## src/design/ftr_pkg.sv

```systemverilog
`default_nettype none
// ----------------------------------------------------------------------------
// ftr_pkg
// Shared types and constants for the framed telegram receiver.
// ----------------------------------------------------------------------------
package ftr_pkg;

	localparam int DATA_CAPACITY_DEF = 64;
	localparam int QUEUE_DEPTH_DEF   = 2;

	// configuration register indexes
	localparam logic [1:0] CFG_PING = 2'd0;
	localparam logic [1:0] CFG_ACK  = 2'd1;
	localparam logic [1:0] CFG_NACK = 2'd2;
	localparam logic [1:0] CFG_GAP  = 2'd3;

	localparam logic [7:0]  PING_RST = 8'd5;
	localparam logic [7:0]  ACK_RST  = 8'd6;
	localparam logic [7:0]  NACK_RST = 8'd21;
	localparam logic [15:0] GAP_RST  = 16'd20;

	// frame status codes
	localparam logic [1:0] ST_OK      = 2'd0;
	localparam logic [1:0] ST_SUM_ERR = 2'd1;
	localparam logic [1:0] ST_TIMEOUT = 2'd2;

	// classified input item passed from front to back
	typedef struct packed {
		logic       is_tick;
		logic       is_short;   // command matches ping, ack or nack
		logic [7:0] byte_val;
	} ftr_item_t;

endpackage
`default_nettype wire

```

## src/design/ftr_front.sv

```systemverilog
`default_nettype none
// ----------------------------------------------------------------------------
// ftr_front
// Input stage: takes stream transfers and classifies them into queue items.
// ----------------------------------------------------------------------------
module ftr_front (
	input  wire logic              clk,
	input  wire logic              arst_n,
	input  wire logic              s_axis_tvalid,
	output logic                   s_axis_tready,
	input  wire logic [7:0]        s_axis_tdata,   // [7:0] byte_value
	input  wire logic              s_axis_tuser,   // [0] opcode
	input  wire logic [7:0]        ping_code,
	input  wire logic [7:0]        ack_code,
	input  wire logic [7:0]        nack_code,
	output logic                   push_valid,
	output ftr_pkg::ftr_item_t     push_item,
	input  wire logic              push_ready
);
	import ftr_pkg::*;

	logic      valid_s1;
	ftr_item_t item_s1;
	ftr_item_t item_d;
	logic      take;

	assign s_axis_tready = !valid_s1 || push_ready;
	assign take          = s_axis_tvalid && s_axis_tready;

	always_comb begin
		item_d.is_tick  = s_axis_tuser;
		item_d.byte_val = s_axis_tdata;
		item_d.is_short = (s_axis_tdata == ping_code) || (s_axis_tdata == ack_code) ||
			(s_axis_tdata == nack_code);
	end

	always_ff @(posedge clk or negedge arst_n) begin
		if (!arst_n) begin
			valid_s1 <= 1'b0;
		end else if (s_axis_tready) begin
			valid_s1 <= s_axis_tvalid;
		end
	end

	always_ff @(posedge clk) begin
		if (take) begin
			item_s1 <= item_d;
		end
	end

	assign push_valid = valid_s1;
	assign push_item  = item_s1;

endmodule
`default_nettype wire

```

## src/design/ftr_queue.sv

```systemverilog
`default_nettype none
// ----------------------------------------------------------------------------
// ftr_queue
// Small register FIFO between the classifier and the frame parser.
// ----------------------------------------------------------------------------
module ftr_queue #(
	parameter int DEPTH = ftr_pkg::QUEUE_DEPTH_DEF
) (
	input  wire logic              clk,
	input  wire logic              arst_n,
	input  wire logic              push_valid,
	input  wire ftr_pkg::ftr_item_t push_item,
	output logic                   push_ready,
	output logic                   pop_valid,
	output ftr_pkg::ftr_item_t     pop_item,
	input  wire logic              pop_ready
);
	import ftr_pkg::*;

	localparam int PW = $clog2(DEPTH);
	localparam int CW = $clog2(DEPTH + 1);

	ftr_item_t       mem_q [DEPTH];
	logic [PW-1:0]   wr_ptr_q;
	logic [PW-1:0]   rd_ptr_q;
	logic [CW-1:0]   count_q;
	logic            push;
	logic            pop;

	assign push_ready = (count_q != CW'(DEPTH));
	assign pop_valid  = (count_q != '0);
	assign push       = push_valid && push_ready;
	assign pop        = pop_valid && pop_ready;
	assign pop_item   = mem_q[rd_ptr_q];

	always_ff @(posedge clk or negedge arst_n) begin
		if (!arst_n) begin
			wr_ptr_q <= '0;
			rd_ptr_q <= '0;
			count_q  <= '0;
		end else begin
			if (push) begin
				wr_ptr_q <= (wr_ptr_q == PW'(DEPTH - 1)) ? '0 : wr_ptr_q + 1'b1;
			end
			if (pop) begin
				rd_ptr_q <= (rd_ptr_q == PW'(DEPTH - 1)) ? '0 : rd_ptr_q + 1'b1;
			end
			if (push && !pop) begin
				count_q <= count_q + 1'b1;
			end else if (pop && !push) begin
				count_q <= count_q - 1'b1;
			end
		end
	end

	always_ff @(posedge clk) begin
		if (push) begin
			mem_q[wr_ptr_q] <= push_item;
		end
	end

	a_count_bound: assert property (@(posedge clk) disable iff (!arst_n)
		count_q <= CW'(DEPTH))
		else $error("queue occupancy above depth");

	a_ptr_gap: assert property (@(posedge clk) disable iff (!arst_n)
		(count_q == '0) || (count_q == CW'(DEPTH)) |-> (wr_ptr_q == rd_ptr_q))
		else $error("queue pointers disagree with occupancy");

endmodule
`default_nettype wire

```

## src/design/ftr_back.sv

```systemverilog
`default_nettype none
// ----------------------------------------------------------------------------
// ftr_back
// Frame parser: walks command, length, data and checksum phases, tracks the
// inter-byte gap and drives the registered result stream.
// ----------------------------------------------------------------------------
module ftr_back #(
	parameter int DATA_CAPACITY = ftr_pkg::DATA_CAPACITY_DEF
) (
	input  wire logic               clk,
	input  wire logic               arst_n,
	input  wire logic               pop_valid,
	input  wire ftr_pkg::ftr_item_t pop_item,
	output logic                    pop_ready,
	input  wire logic [15:0]        gap_timeout_ticks,
	output logic                    m_axis_tvalid,
	input  wire logic               m_axis_tready,
	// [7:0] command, [15:8] frame_length, [23:16] data_byte, [31:24] byte_index,
	// [33:32] status, [41:34] computed_checksum, [49:42] received_checksum
	output logic [55:0]             m_axis_tdata,
	output logic                    m_axis_tlast     // result_kind
);
	import ftr_pkg::*;

	typedef enum logic [1:0] {
		PH_IDLE,
		PH_LEN,
		PH_DATA,
		PH_SUM
	} phase_t;

	phase_t      phase_q, phase_d;
	logic [7:0]  command_q, command_d;
	logic [7:0]  length_q, length_d;
	logic [7:0]  rcv_cnt_q, rcv_cnt_d;
	logic [7:0]  kept_q, kept_d;
	logic [7:0]  sum_q, sum_d;
	logic [15:0] gap_q, gap_d;
	logic [15:0] gap_inc;

	logic        out_valid_q;
	logic        last_q;
	logic [7:0]  o_command_q, o_length_q, o_data_q, o_index_q, o_comp_q, o_rcv_q;
	logic [1:0]  o_status_q;

	logic        has_res;
	logic        r_last;
	logic [7:0]  r_data, r_index, r_rcv;
	logic [1:0]  r_status;
	logic        pop;
	logic [7:0]  b;

	assign pop_ready = m_axis_tready || !out_valid_q;
	assign pop       = pop_valid && pop_ready;
	assign b         = pop_item.byte_val;
	assign gap_inc   = (gap_q != 16'hFFFF) ? gap_q + 16'd1 : gap_q;

	always_comb begin
		phase_d   = phase_q;
		command_d = command_q;
		length_d  = length_q;
		rcv_cnt_d = rcv_cnt_q;
		kept_d    = kept_q;
		sum_d     = sum_q;
		gap_d     = gap_q;
		has_res   = 1'b0;
		r_last    = 1'b1;
		r_data    = '0;
		r_index   = '0;
		r_status  = ST_OK;
		r_rcv     = '0;
		if (pop_item.is_tick) begin
			if (phase_q != PH_IDLE) begin
				gap_d = gap_inc;
				if (gap_inc >= gap_timeout_ticks) begin
					has_res  = 1'b1;
					r_status = ST_TIMEOUT;
					phase_d  = PH_IDLE;
					gap_d    = '0;
				end
			end
		end else begin
			gap_d = '0;
			case (phase_q)
				PH_IDLE: begin
					command_d = b;
					length_d  = '0;
					rcv_cnt_d = '0;
					kept_d    = '0;
					sum_d     = '0;
					if (pop_item.is_short) begin
						has_res = 1'b1;
					end else begin
						phase_d = PH_LEN;
					end
				end
				PH_LEN: begin
					length_d = b;
					phase_d  = (b == 8'd0) ? PH_SUM : PH_DATA;
				end
				PH_DATA: begin
					if (kept_q < 8'(DATA_CAPACITY)) begin
						kept_d = kept_q + 8'd1;
						sum_d  = sum_q + b;
					end
					rcv_cnt_d = rcv_cnt_q + 8'd1;
					if (rcv_cnt_d >= length_q) begin
						phase_d = PH_SUM;
					end
					has_res = 1'b1;
					r_last  = 1'b0;
					r_data  = b;
					r_index = rcv_cnt_q;
				end
				PH_SUM: begin
					has_res  = 1'b1;
					r_status = ((kept_q + sum_q) == b) ? ST_OK : ST_SUM_ERR;
					r_rcv    = b;
					phase_d  = PH_IDLE;
				end
				default: begin
					phase_d = PH_IDLE;
				end
			endcase
		end
	end

	always_ff @(posedge clk or negedge arst_n) begin
		if (!arst_n) begin
			phase_q     <= PH_IDLE;
			command_q   <= '0;
			length_q    <= '0;
			rcv_cnt_q   <= '0;
			kept_q      <= '0;
			sum_q       <= '0;
			gap_q       <= '0;
			out_valid_q <= 1'b0;
		end else begin
			if (pop) begin
				phase_q   <= phase_d;
				command_q <= command_d;
				length_q  <= length_d;
				rcv_cnt_q <= rcv_cnt_d;
				kept_q    <= kept_d;
				sum_q     <= sum_d;
				gap_q     <= gap_d;
			end
			if (pop_ready) begin
				out_valid_q <= pop && has_res;
			end
		end
	end

	// result payload, loaded with the state it reports
	always_ff @(posedge clk) begin
		if (pop && has_res) begin
			last_q      <= r_last;
			o_command_q <= command_d;
			o_length_q  <= length_d;
			o_data_q    <= r_data;
			o_index_q   <= r_index;
			o_status_q  <= r_status;
			o_comp_q    <= kept_d + sum_d;
			o_rcv_q     <= r_rcv;
		end
	end

	assign m_axis_tvalid = out_valid_q;
	assign m_axis_tlast  = last_q;
	assign m_axis_tdata  = {6'd0, o_rcv_q, o_comp_q, o_status_q, o_index_q, o_data_q,
		o_length_q, o_command_q};

	a_idx_in_frame: assert property (@(posedge clk) disable iff (!arst_n)
		out_valid_q && !last_q |-> (o_index_q < o_length_q))
		else $error("data transfer index outside declared length");

	a_kept_cap: assert property (@(posedge clk) disable iff (!arst_n)
		(kept_q <= 8'(DATA_CAPACITY)) && (kept_q <= rcv_cnt_q))
		else $error("kept count beyond capacity or received count");

	a_idle_gap: assert property (@(posedge clk) disable iff (!arst_n)
		phase_q == PH_IDLE |-> gap_q == '0)
		else $error("gap counter running while idle");

endmodule
`default_nettype wire

```

## src/design/framed_telegram_receiver.sv

```systemverilog
// A result passes the classify register, a queue entry, then the parser's output
// register, and is held back further under back-pressure.
// Throughput: one input transfer per cycle while the queue has room; the parser retires
// one queued item per cycle whenever its output register is empty or being drained.
// Reset: asynchronous, clears queue, parser state and output valid, and
// loads the configuration registers with their default codes and timeout.
`default_nettype none
// ----------------------------------------------------------------------------
// framed_telegram_receiver
// Length-prefixed frame parser with additive checksum and gap timeout.
// ----------------------------------------------------------------------------
module framed_telegram_receiver #(
	parameter int DATA_CAPACITY = ftr_pkg::DATA_CAPACITY_DEF,
	parameter int QUEUE_DEPTH   = ftr_pkg::QUEUE_DEPTH_DEF
) (
	input  wire logic        clk,
	input  wire logic        arst_n,
	input  wire logic        s_axis_tvalid,
	output logic             s_axis_tready,
	input  wire logic [7:0]  s_axis_tdata,   // [7:0] byte_value
	input  wire logic        s_axis_tuser,   // [0] opcode
	output logic             m_axis_tvalid,
	input  wire logic        m_axis_tready,
	// [7:0] command, [15:8] frame_length, [23:16] data_byte, [31:24] byte_index,
	// [33:32] status, [41:34] computed_checksum, [49:42] received_checksum
	output logic [55:0]      m_axis_tdata,
	output logic             m_axis_tlast,   // result_kind
	input  wire logic        cfg_we,
	input  wire logic [1:0]  cfg_index,
	input  wire logic [15:0] cfg_wdata
);
	import ftr_pkg::*;

	logic [7:0]  ping_q, ack_q, nack_q;
	logic [15:0] gap_to_q;

	logic        push_valid, push_ready, pop_valid, pop_ready;
	ftr_item_t   push_item, pop_item;

	always_ff @(posedge clk or negedge arst_n) begin
		if (!arst_n) begin
			ping_q   <= PING_RST;
			ack_q    <= ACK_RST;
			nack_q   <= NACK_RST;
			gap_to_q <= GAP_RST;
		end else if (cfg_we) begin
			case (cfg_index)
				CFG_PING: ping_q   <= cfg_wdata[7:0];
				CFG_ACK:  ack_q    <= cfg_wdata[7:0];
				CFG_NACK: nack_q   <= cfg_wdata[7:0];
				CFG_GAP:  gap_to_q <= cfg_wdata;
				default: ;
			endcase
		end
	end

	ftr_front u_front (
		.clk           (clk),
		.arst_n        (arst_n),
		.s_axis_tvalid (s_axis_tvalid),
		.s_axis_tready (s_axis_tready),
		.s_axis_tdata  (s_axis_tdata),
		.s_axis_tuser  (s_axis_tuser),
		.ping_code     (ping_q),
		.ack_code      (ack_q),
		.nack_code     (nack_q),
		.push_valid    (push_valid),
		.push_item     (push_item),
		.push_ready    (push_ready)
	);

	ftr_queue #(
		.DEPTH (QUEUE_DEPTH)
	) u_queue (
		.clk        (clk),
		.arst_n     (arst_n),
		.push_valid (push_valid),
		.push_item  (push_item),
		.push_ready (push_ready),
		.pop_valid  (pop_valid),
		.pop_item   (pop_item),
		.pop_ready  (pop_ready)
	);

	ftr_back #(
		.DATA_CAPACITY (DATA_CAPACITY)
	) u_back (
		.clk               (clk),
		.arst_n            (arst_n),
		.pop_valid         (pop_valid),
		.pop_item          (pop_item),
		.pop_ready         (pop_ready),
		.gap_timeout_ticks (gap_to_q),
		.m_axis_tvalid     (m_axis_tvalid),
		.m_axis_tready     (m_axis_tready),
		.m_axis_tdata      (m_axis_tdata),
		.m_axis_tlast      (m_axis_tlast)
	);

endmodule
`default_nettype wire

```

## config.mk

```make
export PLATFORM = sky130hd
export DESIGN_NAME = framed_telegram_receiver
export DESIGN_NICKNAME = d
export VERILOG_FILES = /design/src/design/ftr_pkg.sv /design/src/design/ftr_front.sv /design/src/design/ftr_queue.sv /design/src/design/ftr_back.sv /design/src/design/framed_telegram_receiver.sv
export SDC_FILE = /design/constraint.sdc
export NUM_CORES = 1
export LEC_CHECK = 0
export ABC_AREA = 0
export BUFFER_PORTS_ARGS = -buffer_cell sky130_fd_sc_hd__buf_2
export CORE_ASPECT_RATIO = 0.9
export CORE_MARGIN = 5
export CORE_UTILIZATION = 45
export CTS_BUF_LIST = sky130_fd_sc_hd__clkbuf_16
export CTS_CLUSTER_SIZE = 14
export DETAILED_ROUTE_END_ITERATION = 12
export PLACE_DENSITY_LB_ADDON = 0.3
export SETUP_SLACK_MARGIN = 0.05
export SYNTH_ARGS = -nofsm -noshare
export SYNTH_HDL_FRONTEND = slang
export SYNTH_SLANG_ARGS = --single-unit
```

## constraint.sdc

```tcl
create_clock -name clk -period 7.72 [get_ports clk]
set_input_delay 0 -clock clk [delete_from_list [all_inputs] [get_ports clk]]
set_output_delay 0 -clock clk [all_outputs]
set_load 0.005 [all_outputs]
```

==> results.tsv <==
metric	value	unit
cp_max_fo	23	
ctsHoldBuffers	27	
drt_iter0_markers	518	
synth-xor-area-share	0.0584	
worst_pin_slew	994	ps
post-place-ws	3080	ps
fmax	213	MHz
coreArea	0.0216	mm²
post-route-util	0.527	
grt_max_degree	60	
hold_ws	18.7	ps
p_seq_frac	0.388	
drc	0	
grt_pass1_vias	6760	
grt_pass1_wl	35.7	mm
clock-sinks	185	
routedWlPerCell	16.7	µm
hpwlAfterDp	15.5	mm
overflow	0	
postCtsSetupBuffers	0	
antenna_found_initial	0	
synthArstFlopShare	0.562	
maxCapViolations	0	
power-per-cell-area	349	mW/mm²
synth_compound_area_frac	0.107	
synth_edf_count	81	
die_h	151	µm
final.fill_count	1913	
via_per_inst	5.37	
yosysUniqueCellTypes	71	
postRouteAntennaNets	0	
final_cell_mix	101 x nand2_1, 95 x dfrtp_1, 83 x buf_2	
pwr-share-clk	0.215	
vdd_ir_drop_max	0.172	mV
ctsResizeCount	0	
syn-cell-area	0.00990	mm²
setup_slack	3030	ps
fin_skew	10.8	ps
leakagePower	5.02	nW
synth_flop_cell	dfrtp_1	
portBuffers	84	
die_area	0.0251	mm²
initial_core_util	0.457	
syn_inst	894	
cp-start-kind	flop	
critical_path_arrival	4870	ps
cts_tree	built	
p_sw	1.54	mW
wl	21.8	mm
h-tree-depth	4	
synth.area.mux_share	0.0733	
fin_crit_sh	0.607	
clkTransAtPathRegs	70	ps
critical_path_class	reg2reg	
cp.required	7900	ps
yosys.area_share.simple	0.134	
nNetsFinal	1092	
die_w	166	µm
slew_headroom	0.338	
ys_seq_area_frac	0.510	
layout_commonest_cell	nand2_1	
fin_crit	4690	ps
cp-end-kind	flop	
setup_viol	0	
ys_warn_count	0	
clock_tree.root_cell	clkbuf_16	
placementRows	51	
grt_util_all_layers	0.178	
firstDrtPassIters	7	
synth-seq-cells	185	
n_antenna_cell	0	
synthAdderAreaFrac	0.0743	
syn_to_final_growth	15.3	%
rsz0062_at_grt	no	
tns	0	ps
slew_viol_final	0	
synth_top_family_by_area	simple AND/OR/NAND/NOR gates	
hold_violations	0	
clk_latency	430	ps
p_sw_frac	0.386	
syn_avg_cell_area	11.1	µm²
layout-drive-gt1-share	0.211	
num_vias	7017	
gp_congestion	0.891	
num_io_pins	91	
hp-class	in2reg	
p_int	2.45	mW
finalPower	3.98	mW
clockBufferDepth	2	
status	completed	
cts_buffers	17	
combPwrFrac	0.397	
## logic make-up (layout without fill, tap and decap cells)
| family | count (synthesis) | count (layout) |
|---|---|---|
| simple gates | 269 | 269 |
| xor+xnor | 66 | 66 |
| buf+inv | 88 | 205 |
| compound gates | 163 | 163 |
| mux | 65 | 65 |
| other cells | 1 | 6 |
| fa+ha+maj | 57 | 57 |
| flops | 185 | 185 |
## state kept, by name (all words and copies together), names as in the netlist, 8 cells and up
signal	flops
u_queue.mem_q	20
ping_q	8
u_back.kept_q	8
ack_q	8
u_back.sum_q	8
u_back.o_length_q	8
u_back.rcv_cnt_q	8
u_back.o_rcv_q	8
u_back.length_q	8
nack_q	8
u_back.command_q	8
gap_to_q	16
u_back.o_comp_q	8
u_back.o_data_q	8
u_back.o_index_q	8
u_back.o_command_q	8
u_back.gap_q	16
u_front.push_item	10
## Yosys cell counts (5+ instances only)
cell | number | share of area
nand4_1 | 13 | 0.0082
xnor2_1 | 46 | 0.041
a22o_1 | 9 | 0.0080
nand2_1 | 101 | 0.038
a21oi_1 | 44 | 0.022
nor2_1 | 58 | 0.022
buf_4 | 9 | 0.0068
clkbuf_1 | 8 | 0.0030
o22ai_1 | 6 | 0.0038
buf_2 | 7 | 0.0035
inv_1 | 54 | 0.020
xor2_1 | 20 | 0.018
edfxtp_1 | 81 | 0.25
dfstp_2 | 9 | 0.024
nand2b_1 | 5 | 0.0032
nand3b_1 | 5 | 0.0038
buf_6 | 6 | 0.0068
nor3_1 | 12 | 0.0061
and3_1 | 18 | 0.011
a32o_1 | 7 | 0.0071
o21ai_1 | 5 | 0.0025
ha_1 | 54 | 0.068
o21ai_0 | 46 | 0.023
nor2b_1 | 6 | 0.0038
a21o_1 | 13 | 0.0099
nand3_1 | 17 | 0.0086
dfrtp_1 | 95 | 0.24
mux2_2 | 51 | 0.058
mux2i_1 | 11 | 0.011
## metrics by stage
| stage | std cells | instance area (µm²) |
|---|---|---|
| global route | 1307 | 11400 |
| finish | 1307 | 11400 |
| floorplan | 899 | 9910 |
| detailed placement | 1248 | 10600 |
| CTS | 1307 | 11400 |
| global placement | 1248 | 10600 |
## cell type report
cell class / count / area, µm² / share of cell area
tap: 291 / 364 / 0.0319
multi-input combinational: 626 / 4470 / 0.392
inverter: 55 / 206 / 0.0181
clock inverter: 14 / 125 / 0.0110
sequential: 185 / 5050 / 0.442
clock buffer: 18 / 450 / 0.0395
timing repair buffer: 118 / 746 / 0.0654
## path summary, 6_finish.rpt
path                                      startpoint                   end  slack (ps)  cells past startpoint
worst max register to register      u_queue.rd_ptr_q    u_back.o_comp_q[7]        3030                     17
worst max-delay path                u_queue.rd_ptr_q    u_back.o_comp_q[7]        3030                     17
min in group asynchronous                     arst_n      u_queue.wr_ptr_q         150                      2
max in group asynchronous                     arst_n      u_back.kept_q[1]        6340                      3
worst min-delay path                   m_axis_tready  u_back.m_axis_tvalid          20                      3
worst min register to register  u_front.push_item[8]   u_queue.mem_q[1][8]         460                      0
## routing by layer
layer | up-vias | global-route usage | share of wire
li1 | 3394 | - | -
met1 | 3382 | 0.242 | 0.45
met2 | 216 | 0.297 | 0.48
met3 | 25 | 0.0349 | 0.053
met4 | 0 | 0.0442 | 0.017
met5 | - | 0 | 0
## power groups by stage
| stage | sequential [mW] | clock, mW | combinational [mW] |
|---|---|---|---|
| after floorplan | 1.53 | 0 | 1.15 |
| after global placement | 1.56 | 0 | 1.55 |
| after global routing | 1.58 | 0.914 | 1.77 |
| after CTS | 1.55 | 0.874 | 1.60 |
| after detailed placement | 1.56 | 0 | 1.57 |
| final | 1.54 | 0.857 | 1.58 |
## critical path: stages (launching register included)
cell and delay (ps):
dfrtp_1 840, mux2i_2 270, buf_4 300, and2_1 500, inv_1 510, nor2_1 230, or2_1 230, nand2_1 90
o21a_1 150, inv_1 60, ha_1 220, a21oi_1 140, nor2b_1 70, o21ai_0 140, a21oi_1 110, o41ai_1 310
xnor2_1 180, xnor2_1 90
(Power assumes the default switching activity.)
